===== src/sfc_pkg.sv =====
// sfc_pkg: widths, payload struct and codes shared by the sphere/frustum cull block.
// No dependencies; imported by every module under src.
package sfc_pkg;

  localparam int PLANE_COUNT = 6;   // planes tested, one cell each
  localparam int COORD_WIDTH = 16;  // width of every input field
  localparam int FRAC_BITS   = 8;   // fraction bits of the Q format
  localparam int REG_COUNT   = 6;   // plane registers on the write port
  localparam int COEF_W      = 16;  // one plane coefficient
  localparam int CFG_W       = 4 * COEF_W;
  localparam int IDX_W       = 3;

  localparam int MUL_W  = COEF_W + COORD_WIDTH;  // coefficient times position
  localparam int RAD_W  = 2 * COORD_WIDTH;       // extent times scale
  localparam int WIDE_W = (MUL_W > RAD_W) ? MUL_W : RAD_W;
  localparam int DIST_W = WIDE_W + 3;            // exact sum of five terms

  // coefficient slots inside one plane register
  localparam int SLOT_A = 0;
  localparam int SLOT_B = 1;
  localparam int SLOT_C = 2;
  localparam int SLOT_D = 3;

  typedef logic [CFG_W-1:0] plane_t;

  // what travels from cell to cell
  typedef struct packed {
    logic signed [COORD_WIDTH-1:0] pos_x;
    logic signed [COORD_WIDTH-1:0] pos_y;
    logic signed [COORD_WIDTH-1:0] pos_z;
    logic signed [RAD_W-1:0]       radius;
    logic                          visible;
  } sfc_item_t;

  function automatic logic signed [COEF_W-1:0] coef(input plane_t p, input int slot);
    coef = p[slot*COEF_W +: COEF_W];
  endfunction

endpackage


===== src/sfc_cell.sv =====
// sfc_cell: one plane of the chain. Stage A registers the three coefficient
// products, stage B sums the distance and clears the inside flag when it is above zero. Uses sfc_pkg.
module sfc_cell (
  input  logic               clk,
  input  logic               rst,
  input  sfc_pkg::plane_t    plane,
  input  logic               up_valid,
  output logic               up_ready,
  input  sfc_pkg::sfc_item_t up_item,
  output logic               dn_valid,
  input  logic               dn_ready,
  output sfc_pkg::sfc_item_t dn_item
);
  import sfc_pkg::*;

  logic                     va;
  logic                     vb;
  logic                     ready_b;
  sfc_item_t                a_item;
  sfc_item_t                b_item;
  sfc_item_t                b_item_next;
  logic signed [MUL_W-1:0]  ax;
  logic signed [MUL_W-1:0]  by;
  logic signed [MUL_W-1:0]  cz;
  logic signed [DIST_W-1:0] d_sh;
  logic signed [DIST_W-1:0] dist_sum;

  assign ready_b  = !vb || dn_ready;
  assign up_ready = !va || ready_b;

  always_ff @(posedge clk) begin
    if (rst) begin
      va <= 1'b0;
      vb <= 1'b0;
    end else begin
      if (up_ready) va <= up_valid;
      if (ready_b)  vb <= va;
    end
  end

  always_ff @(posedge clk) begin
    if (up_ready && up_valid) begin
      a_item <= up_item;
      ax     <= coef(plane, SLOT_A) * up_item.pos_x;
      by     <= coef(plane, SLOT_B) * up_item.pos_y;
      cz     <= coef(plane, SLOT_C) * up_item.pos_z;
      d_sh   <= DIST_W'(coef(plane, SLOT_D)) <<< FRAC_BITS;
    end
  end

  assign dist_sum = DIST_W'(ax) + DIST_W'(by) + DIST_W'(cz) + d_sh
                  - DIST_W'(a_item.radius);

  always_comb begin
    b_item_next         = a_item;
    // a zero distance still counts as inside
    b_item_next.visible = a_item.visible && (dist_sum <= 0);
  end

  always_ff @(posedge clk) begin
    if (ready_b && va) begin
      b_item <= b_item_next;
    end
  end

  assign dn_valid = vb;
  assign dn_item  = b_item;

  a_flag_sticky: assert property (@(posedge clk) disable iff (rst)
    (va && ready_b && !a_item.visible) |=> !b_item.visible)
    else $error("cell revived an item rejected upstream");

  a_hold_b: assert property (@(posedge clk) disable iff (rst)
    (vb && !dn_ready) |=> (vb && $stable(b_item)))
    else $error("cell lost or changed a stalled result");

  a_hold_a: assert property (@(posedge clk) disable iff (rst)
    (va && !ready_b) |=> (va && $stable(a_item)))
    else $error("cell stage A dropped an item under stall");

endmodule


===== config.mk =====
export PLATFORM = sky130hd
export DESIGN_NAME = sfc_cell
export DESIGN_NICKNAME = d
export VERILOG_FILES = /design/src/sfc_pkg.sv /design/src/sfc_cell.sv
export SDC_FILE = /design/constraint.sdc
export NUM_CORES = 2
export LEC_CHECK = 0
export ABC_AREA = 1
export CELL_PAD_IN_SITES_DETAIL_PLACEMENT = 0
export CELL_PAD_IN_SITES_GLOBAL_PLACEMENT = 2
export CORE_ASPECT_RATIO = 1.4
export CORE_MARGIN = 2
export CORE_UTILIZATION = 30
export DETAILED_ROUTE_END_ITERATION = 8
export DONT_BUFFER_PORTS = 1
export GPL_TIMING_DRIVEN = 0
export PLACE_DENSITY_LB_ADDON = 0.2
export SYNTH_ARGS = -nofsm -noshare
export SYNTH_HDL_FRONTEND = slang
export SYNTH_SLANG_ARGS = --single-unit

===== constraint.sdc =====
create_clock -name clk -period 18.2 [get_ports clk]
set_input_delay 0.91 -clock clk [delete_from_list [all_inputs] [get_ports clk]]
set_output_delay 0.91 -clock clk [all_outputs]
set_load 0.05 [all_outputs]

==> results.cfg <==
[synthesis]
netlist_instances = 4875
synth_top_area_cell = fa_1
synth_top_area_frac = 0.400
synth_most_common_cell = inv_1
synth_cell_types = 50
avgSynthCellArea_um2 = 9.00
ys_warn_count = 0
syn_area_um2 = 43900
yosys-top-cells-count = inv_1, nand2_1, fa_1
async_flop_share = 0
synth_edf_count = 274
yosys_register_bits = 276
synth_top_flop_cell = edfxtp_1
yosys-top-cells-area = fa_1, edfxtp_1, inv_1
seq_area_frac_synth = 0.188
synth.net_count = 6189

[worst_setup_path]
reg2regPathDepth = 22
path_delay_family = adder cells
crit_type = in2reg
cp_num_cells = 22
max_stage_delay_ns = 0.79
required_ns = 18.54
cp-start-kind = input port
worstPathArrival_ns = 7.77
path_buf_inv = 5
endpoint_kind = flip-flop
worst_path_max_delay_cell = fa_1
path_max_fanout = 10
cp_common_cell = fa_1
critical_path.cell_chain = clkbuf_1 > clkbuf_1 > nand2_1 > fa_1 > inv_1 > fa_1 > fa_1 > fa_1 > fa_1 > inv_1 > fa_1 > inv_1 > ha_1 > nand2_1 > nor4_1 > nand4_1 > nand3_1 > nand3_1 > nand2_1 > nand3_1 > nand2_1 > xor2_1

[die]
die_h_um = 456
die-area_um2 = 149000
die_w_um = 327
start_util = 0.301
ios = 232
rows = 166
core_area_um2 = 146000

[global_routing]
grt_pass1_vias = 33600
grt_antenna_before_repair = 2
grt_pass1_wl_um = 210000
overflow = 0
gr-usage-all-layers = 0.190
grt_max_degree = 114

[drt]
vias = 29900
via_per_inst = 4.35
drt_iter0_drc = 1244
drt-wirelength-per-cell_um = 20.0
drcViolationCount = 0
totalWireLength_um = 138000
drt_pass1_iterations = 7
drtAntennaViolNets = 0

[placement]
place_area_um2 = 46400
hpwl_um = 121000
gp_congestion = 0.861
io_buffers = 0

[timing]
final.setup.tns_ns = 0
slew_headroom = 0.455
hold_violations = 0
finalSetupViolCount = 0
worst_pin_slew_ns = 0.817
worst_clock_skew_ns = 0.0239
whs_ns = 0.351
rsz0062_at_grt = no
fmax_ghz = 0.135
fin_crit_sh = 0.408
min_period_ns = 7.43
slew_viol_final = 0

[clocking]
clock_tree.root_cell = clkbuf_16
clockBufferDepth = 3
path_clk_slew_ns = 0.06
ctsResizeCount = 0
clk_latency_ns = 0.63
post_cts_buffers = 0
hold_buffers = 0
cts.sinks = 276
cts-buffers-inserted = 38
htreeDepth = 2
cts_tree = built

[final_layout]
nets = 6234
areaGrowthSynthToFinish_pct = 8.67
fin_area_um2 = 47700
drive_above_1_share = 0.0338
final_util = 0.327

[job]
drv_cap = 0

[status]
outcome = complete, no violations

[worst_hold_path]
min_path_cells = 1
min_path_type = in2reg
[cells by family (layout without fill, tap and decap cells)]
family / Yosys count / count (layout) / synth area share
flip-flops: 276 / 276 / 0.188
XOR/XNOR: 118 / 118 / 0.0236
buffers and inverters: 1642 / 1715 / 0.140
AO/OA/AOI/OAI: 233 / 233 / 0.0313
adder cells (fa/ha/maj): 1165 / 1165 / 0.482
other: 0 / 1 / 0
AND/OR/NAND/NOR: 1441 / 1441 / 0.134
[routing by layer]
layer  GRT usage  routed length [um]  vias to the layer above
li1            -                   -                    14100
met1       0.230               56400                    15200
met2       0.351               72800                      459
met3      0.0203                4170                      144
met4      0.0570                4430                        2
met5           0                  13                        -
[flip-flops by register name (all words and copies together), names as in the netlist]
register	flops
dn_item	81
cz	32
a_item	81
ax	32
dn_valid	1
by	32
va	1
d_sh	16
[placed cells by master (no fill, tap or decap), types with 7 or more instances in the layout]
cell type / instances
nor2_4: 9
inv_1: 1451
nor2_1: 130
nand4_1: 19
inv_2: 14
nand2_2: 23
clkbuf_1: 177
xor2_1: 73
clkbuf_16: 39
o21ai_0: 50
nor2_2: 8
nand2_1: 1138
nor3_1: 19
clkinv_1: 7
o21ai_2: 7
or2_2: 12
fa_1: 876
a21o_1: 7
o21a_1: 9
edfxtp_1: 274
nand3_1: 53
nand3_2: 9
o211ai_1: 9
xnor2_1: 45
a21oi_1: 112
a31oi_1: 7
ha_1: 289
[layout make-up]
class | instances | area [um2]
tap | 1932 | 2420
clock inverter | 25 | 260
inverter | 1468 | 5520
buffer | 174 | 653
clock buffer | 43 | 991
multi-input combinational | 2957 | 29500
fill | 15400 | 97900
antenna | 1 | 2.50
timing repair buffer | 5 | 115
sequential | 276 | 8270
[stage by stage]
stage | worst slack [ns] | std cells
2_1_floorplan | 11.78 | 4875
3_3_place_gp | 8.55 | 6807
3_5_place_dp | 9.98 | 6812
4_1_cts | 10.66 | 6880
5_1_grt | 10.33 | 6880
6_report | 10.77 | 6881
[final timing paths]
kind	from	endpoint	slack, ns
worst max-delay path	up_item[70]	ax[29]	10.77
worst min-delay path	rst	va	0.35
worst max register to register	by[1]	dn_item[0]	13.34
worst min register to register	a_item[75]	dn_item[75]	0.41
Power is not shown: default switching activity piles up to over one toggle a cycle in this logic, so the estimate is an artifact.
