### src/sfc_pkg.sv
// sfc_pkg: widths, payload struct and codes shared by the sphere/frustum cull block.
// No dependencies; imported by every module under src.
package sfc_pkg;

  localparam int PLANE_COUNT = 6;   // planes tested, one cell each
  localparam int COORD_WIDTH = 16;  // width of every input field
  localparam int FRAC_BITS   = 8;   // fraction bits of the Q format
  localparam int REG_COUNT   = 6;   // plane registers on the write port
  localparam int COEF_W      = 16;  // one plane coefficient
  localparam int CFG_W       = 4 * COEF_W;
  localparam int IDX_W       = 3;

  localparam int MUL_W  = COEF_W + COORD_WIDTH;  // coefficient times position
  localparam int RAD_W  = 2 * COORD_WIDTH;       // extent times scale
  localparam int WIDE_W = (MUL_W > RAD_W) ? MUL_W : RAD_W;
  localparam int DIST_W = WIDE_W + 3;            // exact sum of five terms

  // coefficient slots inside one plane register
  localparam int SLOT_A = 0;
  localparam int SLOT_B = 1;
  localparam int SLOT_C = 2;
  localparam int SLOT_D = 3;

  typedef logic [CFG_W-1:0] plane_t;

  // what travels from cell to cell
  typedef struct packed {
    logic signed [COORD_WIDTH-1:0] pos_x;
    logic signed [COORD_WIDTH-1:0] pos_y;
    logic signed [COORD_WIDTH-1:0] pos_z;
    logic signed [RAD_W-1:0]       radius;
    logic                          visible;
  } sfc_item_t;

  function automatic logic signed [COEF_W-1:0] coef(input plane_t p, input int slot);
    coef = p[slot*COEF_W +: COEF_W];
  endfunction

endpackage

### src/sfc_radius.sv
// sfc_radius: head of the chain; forms the three extent*scale products and
// keeps the largest as the bounding radius. Two elastic stages. Uses sfc_pkg.
module sfc_radius (
  input  logic                                  clk,
  input  logic                                  rst,
  input  logic                                  up_valid,
  output logic                                  up_ready,
  input  logic signed [sfc_pkg::COORD_WIDTH-1:0] pos_x,
  input  logic signed [sfc_pkg::COORD_WIDTH-1:0] pos_y,
  input  logic signed [sfc_pkg::COORD_WIDTH-1:0] pos_z,
  input  logic signed [sfc_pkg::COORD_WIDTH-1:0] scale_x,
  input  logic signed [sfc_pkg::COORD_WIDTH-1:0] scale_y,
  input  logic signed [sfc_pkg::COORD_WIDTH-1:0] scale_z,
  input  logic signed [sfc_pkg::COORD_WIDTH-1:0] dim_x,
  input  logic signed [sfc_pkg::COORD_WIDTH-1:0] dim_y,
  input  logic signed [sfc_pkg::COORD_WIDTH-1:0] dim_z,
  output logic                                  dn_valid,
  input  logic                                  dn_ready,
  output sfc_pkg::sfc_item_t                    dn_item
);
  import sfc_pkg::*;

  logic                          va;
  logic                          vb;
  logic                          ready_b;
  logic signed [COORD_WIDTH-1:0] a_px;
  logic signed [COORD_WIDTH-1:0] a_py;
  logic signed [COORD_WIDTH-1:0] a_pz;
  logic signed [RAD_W-1:0]       rx;
  logic signed [RAD_W-1:0]       ry;
  logic signed [RAD_W-1:0]       rz;
  logic signed [RAD_W-1:0]       rad_next;
  sfc_item_t                     b_item;

  assign ready_b  = !vb || dn_ready;
  assign up_ready = !va || ready_b;

  always_ff @(posedge clk) begin
    if (rst) begin
      va <= 1'b0;
      vb <= 1'b0;
    end else begin
      if (up_ready) va <= up_valid;
      if (ready_b)  vb <= va;
    end
  end

  always_ff @(posedge clk) begin
    if (up_ready && up_valid) begin
      a_px <= pos_x;
      a_py <= pos_y;
      a_pz <= pos_z;
      rx   <= dim_x * scale_x;
      ry   <= dim_y * scale_y;
      rz   <= dim_z * scale_z;
    end
  end

  always_comb begin
    rad_next = rx;
    if (ry > rad_next) rad_next = ry;
    if (rz > rad_next) rad_next = rz;
  end

  always_ff @(posedge clk) begin
    if (ready_b && va) begin
      b_item.pos_x   <= a_px;
      b_item.pos_y   <= a_py;
      b_item.pos_z   <= a_pz;
      b_item.radius  <= rad_next;
      b_item.visible <= 1'b1;
    end
  end

  assign dn_valid = vb;
  assign dn_item  = b_item;

  // every item leaves the head with no plane against it yet
  a_head_inside: assert property (@(posedge clk) disable iff (rst)
    vb |-> b_item.visible)
    else $error("radius stage emitted an item already marked outside");

endmodule

### config.mk
export PLATFORM = sky130hd
export DESIGN_NAME = sfc_radius
export DESIGN_NICKNAME = d
export VERILOG_FILES = /design/src/sfc_pkg.sv /design/src/sfc_radius.sv
export SDC_FILE = /design/constraint.sdc
export NUM_CORES = 2
export LEC_CHECK = 0
export BUFFER_PORTS_ARGS = -buffer_cell sky130_fd_sc_hd__buf_2
export CAP_MARGIN = 20
export CORE_MARGIN = 10
export CORE_UTILIZATION = 31
export DETAILED_ROUTE_END_ITERATION = 10
export SYNTH_ARGS = -nofsm -noshare
export SYNTH_HDL_FRONTEND = slang
export SYNTH_SLANG_ARGS = --single-unit
### constraint.sdc
create_clock -name clk -period 7.2 [get_ports clk]
set_input_delay 0.36 -clock clk [delete_from_list [all_inputs] [get_ports clk]]
set_output_delay 0.36 -clock clk [all_outputs]
set_load 0.1 [all_outputs]
==> qor.csv <==
stage,metric,value,unit
outcome,outcome,finished clean,
synthesis,synth_top_family_by_area,adder cells,
critical_path,crit_path_frequent_cell,mux2i_1,
critical_path,slowest_delay,490,ps
cts,htreeDepth,1,
timing,fmax,160,MHz
cts,worstSkewPairLatency,570,ps
synthesis,synth_edf_count,224,
run,maxCapViolCount,0,
critical_path,arrival,6590,ps
global_route,antenna_found_initial,3,
timing,drv_slew,0,
critical_path,reg2reg_to,dn_item[17],
drt,wl,95500,um
placement,dp_hpwl,78200,um
drt,vias_per_cell,4.55,
drt,dr.pass1.iters,7,
synthesis,synthFlopType,edfxtp_1,
timing,fin_skew,23.3,ps
synthesis,synth-compound-area-share,4.38,%
critical_path,crit_chain,inv_1 > ha_1 > a2111oi_0 > nand2_1 > a31oi_1 > o21ai_0 > o21ai_0 > nand2_1 > mux2i_4 > buf_12 > mux2i_1 > ha_1 > a2111oi_2 > o21ai_1 > a31oi_1 > nor2_1 > a2111o_1 > a21oi_2 > mux2i_1 > a31o_2 > buf_4 > mux2i_1,
cts,cts_sinks,226,
final_layout,final_nets,5193,
placement,port_buffers,229,
placement,placedCellCount,5495,
floorplan,num_rows,128,
critical_path,path_max_fanout,26,
timing,fin_tns_setup,0,ps
timing,min_period_over_period,87.0,%
cts,cts_resized,0,
drt,drt_iter0_drc,1141,
synthesis,yosys_warnings,0,
synthesis,yosysSeqAreaShare,17.7,%
synthesis,synthCells,3727,
synthesis,synth_top_area_share,41.0,%
timing,grt_setup_unrepaired,no,
drt,drc,0,
critical_path,regToRegSetupSlack,940,ps
min_path,hold_end,va,
global_route,grt.total_usage,13.9,%
global_route,grt_max_degree,81,
critical_path,crit_slowest_cell,edfxtp_1,
timing,layout_min_cycle_time,6260,ps
final_layout,stdcell_count,5596,
drt,via_count,25500,
floorplan,chipHeight,372,um
synthesis,synth_mux_area_share,1.75,%
cts,tritoncts,built,
timing,tightest_slew,1040,ps
global_route,grt_pass1_vias,27900,
critical_path,r2r_start,rx[7],
global_route,grt.overflow.total,0,
synthesis,synth_cell_type_count,70,
synthesis,synth_adder_area_share,51.2,%
drt,wire_per_inst,17.1,um
synthesis,syn_nets,4971,
critical_path,crit_path_end_kind,flop,
synthesis,post_synth_xor_area_fraction,2.40,%
drt,postRouteAntennaNets,0,
floorplan,die-area,138000,sq um
critical_path,critical_path_buf_inv_count,3,
synthesis,postSynthRegisterBits,226,
critical_path,start_kind,flop,
placement,gp_congestion,0.834,
cts,cts_buffers,28,
final_layout,area_growth,11.4,%
min_path,worstHoldPathCells,3,
synthesis,syn-cell-area,38300,sq um
floorplan,ios,231,
placement,place_ws,637,ps
final_layout,layout-drive-gt1-share,7.88,%
critical_path,path_class,flop to flop,
cts,clk_pin_slew,60,ps
final_layout,fin_area,42700,sq um
cts,clockRootBuffer,clkbuf_16,
cts,cts_buffer_depth,3,
timing,setup_ws,939,ps
synthesis,yosys.area_share.simple,12.5,%
synthesis,ys_async_sr_fraction,0,%
critical_path,cp_top_family,compound AO/OA/AOI/OAI gates,
synthesis,synth_top_cell_by_area,fa_1,
timing,hold_viol_final,0,
placement,dpl_cell_area,41200,sq um
critical_path,worst-r2r-cell-count,22,
timing,finalSetupViolations,0,
final_layout,antenna_cells,0,
synthesis,avgSynthCellArea,10.3,sq um
min_path,holdCritStartpoint,up_valid,
global_route,grt_pass1_wl,154000,um
synthesis,synth_area_leaders,"fa_1 (41%), edfxtp_1 (18%), ha_1 (10%)",
critical_path,crit_required,7530,ps
floorplan,die-width,372,um
floorplan,core,122000,sq um
min_path,hold_class,input pin to flop,
timing,maxSlewHeadroom,30.6,%
floorplan,start_util,31.3,%
-- flip-flops by register name, summed over array words and instances (netlist names) --
name / cells
a_py: 16
va: 1
rz: 32
a_pz: 16
ry: 32
dn_valid: 1
dn_item: 80
rx: 32
a_px: 16
-- cell usage after synthesis (all sizes together), types with 13 or more instances --
library cell and number:
nor2 92, nand4 18, a21o 35, xor2 23
o21ai 46, inv 917, clkbuf 96, nand3 19
xnor2 82, a21oi 73, fa 786, o21a 15
nand2 390, nor2b 13, mux2i 64, o21bai 15
edfxtp 224, and2 376, nand2b 21, ha 310
-- logic make-up after synthesis --
family                   Yosys count
AO/OA/AOI/OAI                    252
XOR/XNOR                         105
adder cells (fa/ha/maj)         1096
buffers and inverters           1022
flip-flops                       226
multiplexers                      66
other                              1
AND/OR/NAND/NOR                  959
-- layout by cell type (no fill, tap or decap), types with 11 or more instances in the layout --
| cell type | instances |
|---|---|
| o21bai_1 | 15 |
| xor2_1 | 23 |
| xnor2_1 | 82 |
| o211ai_1 | 11 |
| buf_4 | 18 |
| ha_1 | 310 |
| a21o_1 | 35 |
| o21a_1 | 14 |
| and2_1 | 375 |
| dlygate4sd3_1 | 49 |
| mux2i_1 | 63 |
| o21ai_0 | 42 |
| clkbuf_16 | 28 |
| nor2_1 | 92 |
| nor2b_1 | 12 |
| edfxtp_1 | 224 |
| buf_2 | 229 |
| nor3_1 | 11 |
| fa_1 | 786 |
| nand3_1 | 19 |
| nand2_1 | 390 |
| a21oi_1 | 72 |
| inv_1 | 917 |
| nand2b_1 | 21 |
| nand4_1 | 18 |
-- layout make-up --
type | count | area (sq um)
multi-input cells | 2479 | 27700
inverters | 917 | 3440
repair buffers | 297 | 1790
clock inverters | 19 | 236
fillers | 12300 | 79700
flip-flops and latches | 226 | 6770
clock buffers | 33 | 739
well taps | 1625 | 2030
-- stage by stage --
stage / hold WS, ps / util [%]
floorplan: 400 / -
global placement: 401 / 33.7
detailed placement: 405 / 33.7
CTS: 0.216 / 34.9
global route: 74.7 / 34.9
finish: 99.1 / 34.9
-- worst max-delay path by stage --
stage,slack (ps),to,from,depth (start not counted)
6_report,940,dn_item[17],rx[7],22
3_3_place_gp,640,rz[31],scale_z[1],21
2_1_floorplan,1110,rx[31],dim_x[15],21
3_5_place_dp,640,rz[31],scale_z[1],21
4_1_cts,940,dn_item[17],rx[7],22
5_1_grt,530,dn_item[31],rx[7],22
-- worst reg2reg max path: cells and delay by family, from the launching register on --
kind                       cells  cell delay, ps
AOI/OAI and AO/OA             10            2340
muxes                          4            1500
buffers and inverters          3             710
adders and majority gates      2             650
DFF                            1             490
and+or+nand+nor                3             350
-- routing by layer --
metal,share of wire (%),routed length [um],global-route usage (%),vias to the layer above
met5,0,0,0,-
met4,1.8,1720,2.27,0
met3,5.5,5260,2.04,120
met2,47,45200,23.4,629
met1,45,43400,19.3,13000
li1,-,-,-,11700
-- timing repair --
action                    CTS  global route
hold endpoints to repair   48             2
setup buffers               0             0
hold buffers               47             2
Power is not shown: default switching activity piles up to over one toggle a cycle in this logic, so the estimate is an artifact.
